### config.mk
export PLATFORM = sky130hd
export DESIGN_NAME = cfsp_ram
export DESIGN_NICKNAME = d
export VERILOG_FILES = /design/src/cfsp_ram.sv
export SDC_FILE = /design/constraint.sdc
export NUM_CORES = 1
export LEC_CHECK = 0
export BUFFER_PORTS_ARGS = -buffer_cell sky130_fd_sc_hd__buf_2
export CAP_MARGIN = 20
export CORE_ASPECT_RATIO = 1.4
export CORE_MARGIN = 3
export CORE_UTILIZATION = 50
export CTS_BUF_LIST = sky130_fd_sc_hd__clkbuf_8
export DETAILED_ROUTE_END_ITERATION = 16
export PLACE_DENSITY = 0.82
export SLEW_MARGIN = 15
export SYNTH_ARGS = -nofsm -noshare
export SYNTH_HDL_FRONTEND = slang
export SYNTH_SLANG_ARGS = --single-unit
### constraint.sdc
create_clock -name clk -period 2.1 [get_ports clk]
set_clock_uncertainty 0.15 [all_clocks]
set_input_delay 0.42 -clock clk [delete_from_list [all_inputs] [get_ports clk]]
set_output_delay 0.42 -clock clk [all_outputs]
set_load 0.02 [all_outputs]
### src/cfsp_ram.sv
module cfsp_ram #(
    parameter int WIDTH = 8,
    parameter int DEPTH = 16
) (
    input  logic                     clk,
    input  logic                     we,
    input  logic [$clog2(DEPTH)-1:0] waddr,
    input  logic [WIDTH-1:0]         wdata,
    input  logic                     re,
    input  logic [$clog2(DEPTH)-1:0] raddr,
    output logic [WIDTH-1:0]         rdata
);

    logic [WIDTH-1:0] mem [DEPTH];
    logic [WIDTH-1:0] rdata_reg;

    always_ff @(posedge clk)
    begin
        if (we)
        begin
            mem[waddr] <= wdata;
        end
        if (re)
        begin
            rdata_reg <= mem[raddr];
        end
    end

    assign rdata = rdata_reg;

endmodule
**Yosys cells after proc, flatten, opt, wreduce, memory -nomap -nowiden**

Memories as Yosys holds them, arrays and structs flattened. A register that Yosys moved wholly into a read port is not among the register bits.
Cells that the tools add are included.
Widths: inputs -> output; s select.

- Bits in latches: 0
- Bits in registers: 0
- Output and inout port bits: 8
- Bits in writable memories: 128
- Memories kept: 1
- Logic and storage cells: 3
- ROM bits: 0
- Bits of input ports: 19

- Reduce and logical (&&, ||, !) cells: 0
- Divide/modulo/power cells: 0
- Bitwise operators: 0
- Multiplexer cells: 2
- $mul: 0
- Add/sub/neg operators: 0
- Equal/unequal tests: 0
- Order comparisons: 0
- Shifts and indexed selects: 0

Memory list:

| memory | words | bits a word | rd ports | clocked after Yosys merged registers in | write ports | line | text |
|---|---|---|---|---|---|---|---|
| mem | 16 | 8 | 1 | 1 | 1 | 14 | `logic [WIDTH-1:0] mem [DEPTH];` |

Operator list:

| operator | number |
|---|---|
| $mux 1 | 2 |

**Depth between registers and ports, before layout**

Gate-level depths: netlist of the first run.

- Depth after elaboration: 2
- Mapped depth: 5
- Gate-level depth less buffers: 3

**Worst setup path before layout of the first run**

Ideal clock, no wire load.

- Path type: input to register
- From: input waddr[2]
- To: memory mem[0][0], enable pin
- Path buffers: 0
- Data required time: 1567 ps
- Setup time: 383 ps
- Stages on the path: 2
- Arrival: 1530 ps
- Setup slack: 37 ps
- Path through: or3b_2 > nor3_1

RTL lines:

| element | line | text |
|---|---|---|
| start: declaration | 7 | `input logic [$clog2(DEPTH)-1:0] waddr,` |
| end: declaration | 14 |  |

Straight into the memory's write port.

==> impl_results.rst, run 1 <==
.. list-table::
   :header-rows: 1

   * - Metric
     - Value
   * - Outcome
     - finished clean
   * - Clock latency on the worst-skew pair
     - between 400 and 500 ps
   * - Initial detailed-routing violation count
     - 271
   * - Final net count
     - just over 300
   * - Final setup violating endpoints
     - 0
   * - Starting density of the core
     - 52.0%
   * - Critical-path maximum fanout
     - 18
   * - Synth area leader
     - sky130_fd_sc_hd__edfxtp_1
   * - Cell area reported after detailed placement
     - between 5000 and 6000 um2
   * - Pins over their slew limit
     - 0
   * - Gp weighted congestion
     - approximately 0.77
   * - Nature of the critical path startpoint
     - input port
   * - Area of the placeable core
     - 10100 um2
   * - Final core utilization
     - 59.8%
   * - Height of the die
     - ~130 um
   * - Worst-case vdd ir drop
     - roughly 530 uV
   * - Worst EP required
     - between 2000 and 2500 ps
   * - Resized cells post-CTS
     - 0
   * - Post CTS Setup Buffer Count
     - 0
   * - H-Tree Level Count
     - 4
   * - Detailed-placement wirelength estimate
     - between 6 and 7 mm
   * - Final hold violation count
     - 0
   * - Type of the worst min-delay path
     - in2reg
   * - Worst path cell trace
     - buf_2 > buf_12 > mux4_1 > a22oi_1 > nand2_1
   * - Io pins
     - 27
   * - Initial antenna violation count
     - 0
   * - Global route total overflow
     - 0
   * - Arrival time of data at the critical path endpoint
     - approximately 1700 ps
   * - Standby leakage power
     - slightly above 0.002 uW
   * - Post-synthesis cell area
     - approximately 5200 um2
   * - IO buf count
     - 26
   * - Detailed-route vias per instance
     - approximately 5.7
   * - Per-cell routed wire length
     - roughly 21 um
   * - Cell variety after synth
     - 18
   * - Clock sink total
     - roughly 140
   * - Period Utilization, post-route
     - between 70% and 80%
   * - CTS Root Buffer Type
     - sky130_fd_sc_hd__clkbuf_8
   * - Area contributors post-synth
     - sky130_fd_sc_hd__edfxtp_1 78%, sky130_fd_sc_hd__mux4_2 7.8%, sky130_fd_sc_hd__mux4_1 7.0%, sky130_fd_sc_hd__a22oi_1 2.3%, sky130_fd_sc_hd__nor2_1 0.93%
   * - Critical Setup Path Class
     - in2reg
   * - Number of standard-cell rows in the floorplan
     - 43
   * - Max FFs per register
     - 128
   * - CP peak stage delay
     - slightly below 600 ps
   * - Antenna viol nets, final
     - 0
   * - Max-cap viol count
     - 0
   * - Total global-route track usage
     - 17.5%
   * - Setup_tns
     - 0 ps
   * - Number of buffers on the longest clock path
     - 2
   * - Min Clock Period, post-route
     - 1640 ps
   * - DRT Pass-1 Iters
     - 4
   * - Cell with the largest stage delay on the worst path
     - sky130_fd_sc_hd__mux4_1
   * - Actual transition at the worst max-transition pin
     - between 300 and 400 ps
   * - Horizontal extent of the die
     - roughly 92 um
   * - Area Growth Syn to Fin
     - 15.1%
   * - Via count of the first global-routing pass
     - 2546
   * - Power per cell area
     - 893 nW/um2
   * - RSZ-0062 raised after global routing
     - no
   * - First-pass GRT wire length
     - 14.4 mm
   * - Number of instances in the synthesized netlist
     - between 200 and 250
   * - Synthesized netlist net count
     - around 250
   * - Average footprint of a synthesized cell
     - 22.8 um2
   * - Final routed wirelength across all metal layers
     - around 9.2 mm
   * - Number of non-filler instances in the completed layout
     - approximately 430
   * - Total CTS buffers
     - 17
   * - Antenna diode count
     - 0
   * - Pin count of the biggest net entering global routing
     - 23
   * - Hold_buf cts
     - 0
   * - Share of synthesized area occupied by flip-flops and latches
     - 78.1%
   * - Share of post-route cells with drive strength above 1
     - 31.2%
   * - Post-route cell area
     - 6020 um2
   * - Number of inserted filler cells in the final layout
     - 692
   * - Type of destination of the critical path
     - register
   * - Max_slew headroom
     - 75.2%
   * - Maximum frequency from static timing analysis
     - roughly 610 MHz
   * - Clock tree from TritonCTS
     - done
   * - Number of placed cells counting well taps
     - ~400
   * - DRC
     - 0
   * - Total number of vias
     - roughly 2400
   * - Register bit total from synthesis
     - about 140
   * - Area of the die
     - between 10000 and 15000 um2
   * - Yosys warning total
     - 0
   * - CTS clock-pin slew for the worst setup and hold paths
     - around 70 ps
   * - Top cell type's share of synthesized area
     - between 70 and 80%
==> placed cells by master (no fill, tap or decap) <==
master	netlist	final
sky130_fd_sc_hd__edfxtp_1	136	136
sky130_fd_sc_hd__buf_2	3	26
sky130_fd_sc_hd__buf_4	1	19
sky130_fd_sc_hd__mux4_2	18	18
sky130_fd_sc_hd__clkbuf_8	0	17
sky130_fd_sc_hd__a22oi_1	16	16
sky130_fd_sc_hd__mux4_1	14	14
sky130_fd_sc_hd__nor2_1	13	13
sky130_fd_sc_hd__nand2_1	9	9
sky130_fd_sc_hd__clkinv_2	0	5
sky130_fd_sc_hd__nor3_1	4	4
sky130_fd_sc_hd__bufinv_16	0	3
sky130_fd_sc_hd__clkinv_1	0	3
sky130_fd_sc_hd__buf_12	0	3
sky130_fd_sc_hd__nand3b_1	2	2
sky130_fd_sc_hd__nand2b_1	2	2
sky130_fd_sc_hd__inv_1	0	2
sky130_fd_sc_hd__nor2b_1	1	1
sky130_fd_sc_hd__and2_1	1	1
sky130_fd_sc_hd__and2b_1	1	1
sky130_fd_sc_hd__nand3_1	1	1
sky130_fd_sc_hd__or3b_2	1	1
sky130_fd_sc_hd__clkinvlp_4	0	1
==> layer usage <==
layer	vias up	part of all wire (%)	GRT usage, %
met5	-	0	0
met1	1241	37	20.6
met3	11	6.9	6.30
met4	0	1.4	7.52
met2	105	54	29.2
li1	1092	-	-
==> worst max-delay path: cells and delay by family <==
family | cells | cell delay [ps]
multiplexers | 1 | 580
buffers and inverters | 2 | 360
AO/OA/AOI/OAI | 1 | 220
AND/OR/NAND/NOR | 1 | 80
==> power by group <==
part / internal, uW / leakage [uW] / switching [uW]
Sequential: 3060 / 0.00124 / 13.9
Combinational: 126 / 0.000603 / 167
Clock: 1130 / 0.000200 / 882
Total: 4310 / 0.00204 / 1060
==> Yosys cell counts <==
| cell type | instances |
|---|---|
| sky130_fd_sc_hd__a22oi_1 | 16 |
| sky130_fd_sc_hd__and2_1 | 1 |
| sky130_fd_sc_hd__and2b_1 | 1 |
| sky130_fd_sc_hd__buf_2 | 3 |
| sky130_fd_sc_hd__buf_4 | 1 |
| sky130_fd_sc_hd__buf_6 | 3 |
| sky130_fd_sc_hd__clkdlybuf4s25_2 | 3 |
| sky130_fd_sc_hd__edfxtp_1 | 136 |
| sky130_fd_sc_hd__mux4_1 | 14 |
| sky130_fd_sc_hd__mux4_2 | 18 |
| sky130_fd_sc_hd__nand2_1 | 9 |
| sky130_fd_sc_hd__nand2b_1 | 2 |
| sky130_fd_sc_hd__nand3_1 | 1 |
| sky130_fd_sc_hd__nand3b_1 | 2 |
| sky130_fd_sc_hd__nor2_1 | 13 |
| sky130_fd_sc_hd__nor2b_1 | 1 |
| sky130_fd_sc_hd__nor3_1 | 4 |
| sky130_fd_sc_hd__or3b_2 | 1 |
==> final timing paths <==
kind | start | endpoint | slack (ps) | depth (start not counted)
hold / removal | re | rdata[0] | 170 | 1
setup reg to reg | mem[4][3] | rdata[3] | 480 | 3
hold reg to reg | mem[13][0] | rdata[0] | 600 | 3
setup / recovery | raddr[0] | rdata[0] | 460 | 5
==> area by class of cell <==
class                      count  area, um2  share of cell area (%)
clock inverter                14        141                    2.35
sequential                   136       4080                    67.9
clock buffer                  17        234                    3.89
tap                          135        169                    2.81
multi-input combinational     83       1060                    17.6
timing repair buffer          48        333                    5.53
==> stage by stage <==
| step | hold slack, ps | setup slack, ps | power [uW] |
|---|---|---|---|
| finish | 170 | 463 | 5380 |
| global placement | 580 | 14.3 | 3410 |
| global route | 157 | 414 | 5560 |
| detailed placement | 591 | -11.9 | 3430 |
| CTS | 158 | 459 | 5420 |
| floorplan | 369 | 37.1 | 3300 |
==> cell families after synthesis <==
group | count (synthesis) | synth area share, %
AND/OR/NAND/NOR | 35 | 3.14
flip-flops | 136 | 78.1
multiplexers | 32 | 14.8
buffers and inverters | 10 | 1.65
AO/OA/AOI/OAI | 16 | 2.30
(Power assumes the default switching activity.)
==> inputs of run 2 (changes only) <==
--- a/config.mk
+++ b/config.mk
@@ -12,7 +12,7 @@
 export CORE_UTILIZATION = 50
 export CTS_BUF_LIST = sky130_fd_sc_hd__clkbuf_8
 export DETAILED_ROUTE_END_ITERATION = 16
-export PLACE_DENSITY = 0.82
+export PLACE_DENSITY = 0.79
 export SLEW_MARGIN = 15
 export SYNTH_ARGS = -nofsm -noshare
 export SYNTH_HDL_FRONTEND = slang
==> constraint.sdc (replaced) <==
create_clock -name clk -period 1.6 [get_ports clk]
set_clock_uncertainty 0.15 [all_clocks]
set_input_delay 0.32 -clock clk [delete_from_list [all_inputs] [get_ports clk]]
set_output_delay 0.32 -clock clk [all_outputs]
set_load 0.02 [all_outputs]
==> impl_results.rst, run 2 (same netlist as run 1, synthesis figures left out) <==
.. list-table::
   :header-rows: 1

   * - Metric
     - Value
   * - Min Clock Period, post-route
     - roughly 1600 ps
   * - Final setup violating endpoints
     - 0
   * - Antenna diode count
     - 0
   * - Worst Slack Setup Final
     - approximately 34 ps
   * - CTS clock-pin slew for the worst setup and hold paths
     - 80 ps
   * - Total power after layout
     - 7090 uW
   * - Final net count
     - 310
   * - Worst EP required
     - 1630 ps
   * - Global route total overflow
     - 0
   * - Max FFs per register
     - between 100 and 150
   * - Nature of the critical path startpoint
     - register
   * - Worst setup slack after placement
     - -343 ps
   * - RSZ-0062 raised after global routing
     - yes
   * - Max_slew headroom
     - 48.5%
   * - Area of the die
     - approximately 12000 um2
   * - Initial antenna violation count
     - 0
   * - Io pins
     - 27
   * - Starting density of the core
     - approximately 52%
   * - Period Utilization, post-route
     - a little over nine tenths
   * - Top library cells by usage in the layout, fill and taps aside
     - 136 x sky130_fd_sc_hd__edfxtp_1, 29 x sky130_fd_sc_hd__mux4_2, 26 x sky130_fd_sc_hd__buf_2, 19 x sky130_fd_sc_hd__buf_4, 17 x sky130_fd_sc_hd__clkbuf_8
   * - Final routed wirelength across all metal layers
     - roughly 9 mm
   * - Number of placed cells counting well taps
     - between 400 and 500
   * - Number of non-filler instances in the completed layout
     - ~440
   * - Number of buffers on the longest clock path
     - 2
   * - Maximum frequency from static timing analysis
     - about 640 MHz
   * - Setup_tns
     - 0 ps
   * - Standby leakage power
     - about 0.0020 uW
   * - Share of post-route cells with drive strength above 1
     - ~41%
   * - Power per cell area
     - 1150 nW/um2
   * - First-pass GRT wire length
     - around 14 mm
   * - Number of inserted filler cells in the final layout
     - between 700 and 800
   * - CTS Root Buffer Type
     - sky130_fd_sc_hd__clkbuf_8
   * - Clock tree from TritonCTS
     - done
   * - Type of destination of the critical path
     - register
   * - Via count of the first global-routing pass
     - approximately 2600
   * - Initial detailed-routing violation count
     - 262
   * - Most common cell after layout, fill and taps aside
     - sky130_fd_sc_hd__edfxtp_1
   * - Total global-route track usage
     - 17.4%
   * - Area of the placeable core
     - between 10000 and 15000 um2
   * - Area Growth Syn to Fin
     - 17.6%
   * - Outcome
     - finished clean
   * - DRT Pass-1 Iters
     - 7
   * - Number of standard-cell rows in the floorplan
     - 43
   * - Per-cell routed wire length
     - 21.0 um
   * - Flop-to-flop setup slack
     - roughly 34 ps
   * - Actual transition at the worst max-transition pin
     - between 700 and 800 ps
   * - Hold_buf cts
     - 0
   * - Critical-path maximum fanout
     - 1
   * - Critical Setup Path Class
     - reg2reg
   * - Gp weighted congestion
     - slightly below 0.8
   * - Worst-case vdd ir drop
     - roughly 690 uV
   * - Final hold violation count
     - 0
   * - DRC
     - 0
   * - Type of the worst min-delay path
     - in2reg
   * - Arrival time of data at the critical path endpoint
     - 1600 ps
   * - Cell area reported after detailed placement
     - 5740 um2
   * - Clock latency on the worst-skew pair
     - between 400 and 500 ps
   * - H-Tree Level Count
     - 4
   * - Total number of vias
     - between 2000 and 2500
   * - Detailed-route vias per instance
     - ~5.5
   * - Clock sink total
     - approximately 140
   * - Pin count of the biggest net entering global routing
     - 18
   * - Post-route cell area
     - 6150 um2
   * - Max-cap viol count
     - 0
   * - Pins over their slew limit
     - 0
   * - Total CTS buffers
     - 17
   * - Antenna viol nets, final
     - 0
   * - IO buf count
     - 26
   * - Horizontal extent of the die
     - about 92 um
   * - Detailed-placement wirelength estimate
     - 6.43 mm
   * - Height of the die
     - between 100 and 150 um
==> run 2: changes by cell type in the layout (fill, tap and decap cells not counted), sizes merged <==
cell / delta
buf: +5
bufinv: -1
clkinv: -4
clkinvlp: +6
==> run 2: critical path, cell delays in order, from the launching register on <==
cell                       delay (ps)
sky130_fd_sc_hd__edfxtp_1         390
sky130_fd_sc_hd__mux4_2           480
sky130_fd_sc_hd__a22oi_1          230
sky130_fd_sc_hd__nand2_1           70
==> run 2: report_power, final <==
part	internal, uW	switching (uW)
combinational	184	229
sequential	4010	22.0
clock	1380	1270
total	5580	1520
==> run 2: per-layer routing <==
metal  up-vias  wire length, um  track usage [%]  part of all wire, %
li1       1092                -                -                    -
met1      1218             3470             21.2                   38
met2        98             5090             29.2                   55
met3         4              558             4.83                  6.1
met4         0               82             7.70                 0.89
met5         -                0                0                    0
==> run 2: worst paths after layout <==
kind	end	cells past startpoint	start
setup / recovery	rdata[1]	3	mem[3][1]
hold / removal	mem[0][0]	1	wdata[0]
setup reg to reg	rdata[1]	3	mem[3][1]
hold reg to reg	rdata[3]	3	mem[4][3]
==> run 2: metrics by stage <==
| stage | hold slack (ps) | util [%] |
|---|---|---|
| 2_1_floorplan | 269 | - |
| 3_3_place_gp | 544 | 57.0 |
| 3_5_place_dp | 554 | 57.0 |
| 4_1_cts | 85.8 | 60.9 |
| 5_1_grt | 77.3 | 61.1 |
| 6_report | 109 | 61.1 |
==> run 2: area by class of cell <==
type | count | area, um2 | area share (%)
Clock buffer | 17 | 234 | 3.81
Timing Repair Buffer | 53 | 433 | 7.04
Sequential cell | 136 | 4080 | 66.4
Clock inverter | 15 | 154 | 2.50
Tap cell | 135 | 169 | 2.75
Multi-Input combinational cell | 83 | 1070 | 17.4
==> run 2: timing repair <==
item,4_1_cts,5_1_grt
setup buffers,0,0
gates resized for setup,0,6
endpoints found under the setup margin,0,4
==> inputs of run 3 (changes only) <==
--- a/config.mk
+++ b/config.mk
@@ -5,7 +5,7 @@
 export SDC_FILE = /design/constraint.sdc
 export NUM_CORES = 1
 export LEC_CHECK = 0
-export BUFFER_PORTS_ARGS = -buffer_cell sky130_fd_sc_hd__buf_2
+export BUFFER_PORTS_ARGS = -buffer_cell sky130_fd_sc_hd__buf_4
 export CAP_MARGIN = 20
 export CORE_ASPECT_RATIO = 1.4
 export CORE_MARGIN = 3
@@ -13,6 +13,7 @@
 export CTS_BUF_LIST = sky130_fd_sc_hd__clkbuf_8
 export DETAILED_ROUTE_END_ITERATION = 16
 export PLACE_DENSITY = 0.79
+export REMOVE_ABC_BUFFERS = 1
 export SLEW_MARGIN = 15
 export SYNTH_ARGS = -nofsm -noshare
 export SYNTH_HDL_FRONTEND = slang
==> impl_results.rst, run 3 (same netlist as run 1, synthesis figures left out) <==
.. list-table::
   :header-rows: 1

   * - Metric
     - Value
   * - Clock sink total
     - roughly 140
   * - Actual transition at the worst max-transition pin
     - approximately 900 ps
   * - Pin count of the biggest net entering global routing
     - 17
   * - CTS clock-pin slew for the worst setup and hold paths
     - ~70 ps
   * - Most common cell after layout, fill and taps aside
     - sky130_fd_sc_hd__edfxtp_1
   * - Clock tree from TritonCTS
     - done
   * - RR Startpoint
     - mem[5][0]
   * - Final setup violating endpoints
     - 0
   * - Final core utilization
     - between 60% and 70%
   * - Global route total overflow
     - 0
   * - Nature of the critical path startpoint
     - register
   * - Power per cell area
     - about 1200 nW/um2
   * - Antenna diode count
     - 0
   * - Antenna viol nets, final
     - 0
   * - RSZ-0062 raised after global routing
     - yes
   * - Clock latency on the worst-skew pair
     - between 400 and 500 ps
   * - Hold_buf cts
     - 0
   * - Outcome
     - finished clean
   * - Initial detailed-routing violation count
     - about 260
   * - Initial antenna violation count
     - 0
   * - Top library cells by usage in the layout, fill and taps aside
     - 136 x sky130_fd_sc_hd__edfxtp_1, 56 x sky130_fd_sc_hd__buf_4, 23 x sky130_fd_sc_hd__mux4_2, 17 x sky130_fd_sc_hd__clkbuf_8, 13 x sky130_fd_sc_hd__nor2_1
   * - Maximum frequency from static timing analysis
     - 627 MHz
   * - Number of standard-cell rows in the floorplan
     - 43
   * - Type of the worst min-delay path
     - in2reg
   * - Post CTS Setup Buffer Count
     - 0
   * - Area Growth Syn to Fin
     - 19.1%
   * - Gp weighted congestion
     - between 0.7 and 0.8
   * - First-pass GRT wire length
     - 15.1 mm
   * - Critical Setup Path Class
     - reg2reg
   * - Number of buffers on the longest clock path
     - 2
   * - Arrival time of data at the critical path endpoint
     - roughly 1600 ps
   * - Min Clock Period, post-route
     - 1590 ps
   * - Area of the die
     - about 12000 um2
   * - Number of non-filler instances in the completed layout
     - around 440
   * - Share of post-route cells with drive strength above 1
     - roughly two fifths
   * - Flop-to-flop setup slack
     - 6 ps
   * - Horizontal extent of the die
     - ~90 um
   * - Standby leakage power
     - around 0.0021 uW
   * - Starting density of the core
     - 52.0%
   * - Critical-path maximum fanout
     - 1
   * - Final routed wirelength across all metal layers
     - ~9.7 mm
   * - DRT Pass-1 Iters
     - 4
   * - Area of the placeable core
     - roughly 10000 um2
   * - Per-cell routed wire length
     - approximately 22 um
   * - Total number of vias
     - roughly 2500
   * - Max FFs per register
     - roughly 130
   * - Detailed-route vias per instance
     - 5.70
   * - Hold Slack
     - 35.3 ps
   * - H-Tree Level Count
     - 4
   * - Total CTS buffers
     - 17
   * - Max-cap viol count
     - 0
   * - DRC
     - 0
   * - Setup_tns
     - 0 ps
   * - Capturing element of the worst setup path
     - rdata[0]
   * - FF-to-FF path depth
     - 3
   * - Crit. Startpoint
     - mem[5][0]
   * - IO buf count
     - 26
   * - Pins over their slew limit
     - 0
   * - CTS Root Buffer Type
     - sky130_fd_sc_hd__clkbuf_8
   * - Max_slew headroom
     - 40.6%
   * - Final hold violation count
     - 0
   * - Detailed-placement wirelength estimate
     - ~6.6 mm
   * - Total global-route track usage
     - a little under a fifth
   * - Final net count
     - between 300 and 400
   * - Io pins
     - 27
   * - Period Utilization, post-route
     - between 90 and 100%
   * - Type of destination of the critical path
     - register
   * - Worst-case vdd ir drop
     - around 600 uV
   * - Worst EP required
     - 1630 ps
   * - Height of the die
     - 127 um
   * - Number of placed cells counting well taps
     - ~410
   * - Via count of the first global-routing pass
     - about 2700
   * - Endpoint of the most critical register-to-register path
     - rdata[0]
   * - Number of inserted filler cells in the final layout
     - ~700
## run 3: cell count changes in the layout (fill, tap and decap cells not counted), moves of 3 or more
cell,change
sky130_fd_sc_hd__bufinv_16,+3
sky130_fd_sc_hd__nor2_2,-3
sky130_fd_sc_hd__nor2_1,+3
sky130_fd_sc_hd__mux4_1,+6
sky130_fd_sc_hd__buf_2,-26
sky130_fd_sc_hd__buf_12,-6
sky130_fd_sc_hd__nor3_1,+3
sky130_fd_sc_hd__clkinv_2,+3
sky130_fd_sc_hd__buf_4,+37
sky130_fd_sc_hd__clkinvlp_4,-5
sky130_fd_sc_hd__mux4_2,-6
## run 3: how the worst min path moves through the flow
stage	start	end	cells past startpoint
finish	wdata[4]	mem[8][4]	1
CTS	re	rdata[7]	1
detailed placement	re	rdata[5]	1
global placement	wdata[1]	mem[5][1]	1
global route	re	rdata[6]	1
floorplan	wdata[0]	mem[0][0]	0
## run 3: cell type report
type,instances,area (um2),share of cell area [%]
Clock buffer,17,234,3.76
Clock inverter,15,208,3.34
Multi-Input combinational cell,83,1070,17.2
Sequential cell,136,4080,65.6
Tap cell,135,169,2.71
Timing Repair Buffer,58,460,7.40
## run 3: critical path, cell delays in order, from the launching register on
cell and delay [ps]:
sky130_fd_sc_hd__edfxtp_1 370, sky130_fd_sc_hd__mux4_1 570, sky130_fd_sc_hd__a22oi_2 170, sky130_fd_sc_hd__nand2_1 90
## run 3: power by group
group / internal (uW) / switching, uW
clock network: 1830 / 1210
logic: 201 / 232
registers: 4010 / 22.2
## run 3: metrics by stage
step	worst slack, ps	power (uW)	area [um2]
3_5_place_dp	-364	4540	5770
6_report	5.98	7510	6220
4_1_cts	6.05	7560	6220
3_3_place_gp	-347	4510	5770
5_1_grt	-22.9	7750	6220
2_1_floorplan	-363	4290	5140
## run 3: timing repair
action / CTS / global route
gates resized for setup: 3 / 8
endpoints found under the setup margin: 3 / 5
pin swaps: 1 / 2
## run 3: per-layer routing
metal | part of all wire, % | vias up | track usage, %
li1 | - | 1107 | -
met1 | 38 | 1278 | 22.2
met2 | 53 | 123 | 29.7
met3 | 6.7 | 21 | 5.65
met4 | 2.3 | 0 | 8.40
met5 | 0 | - | 0
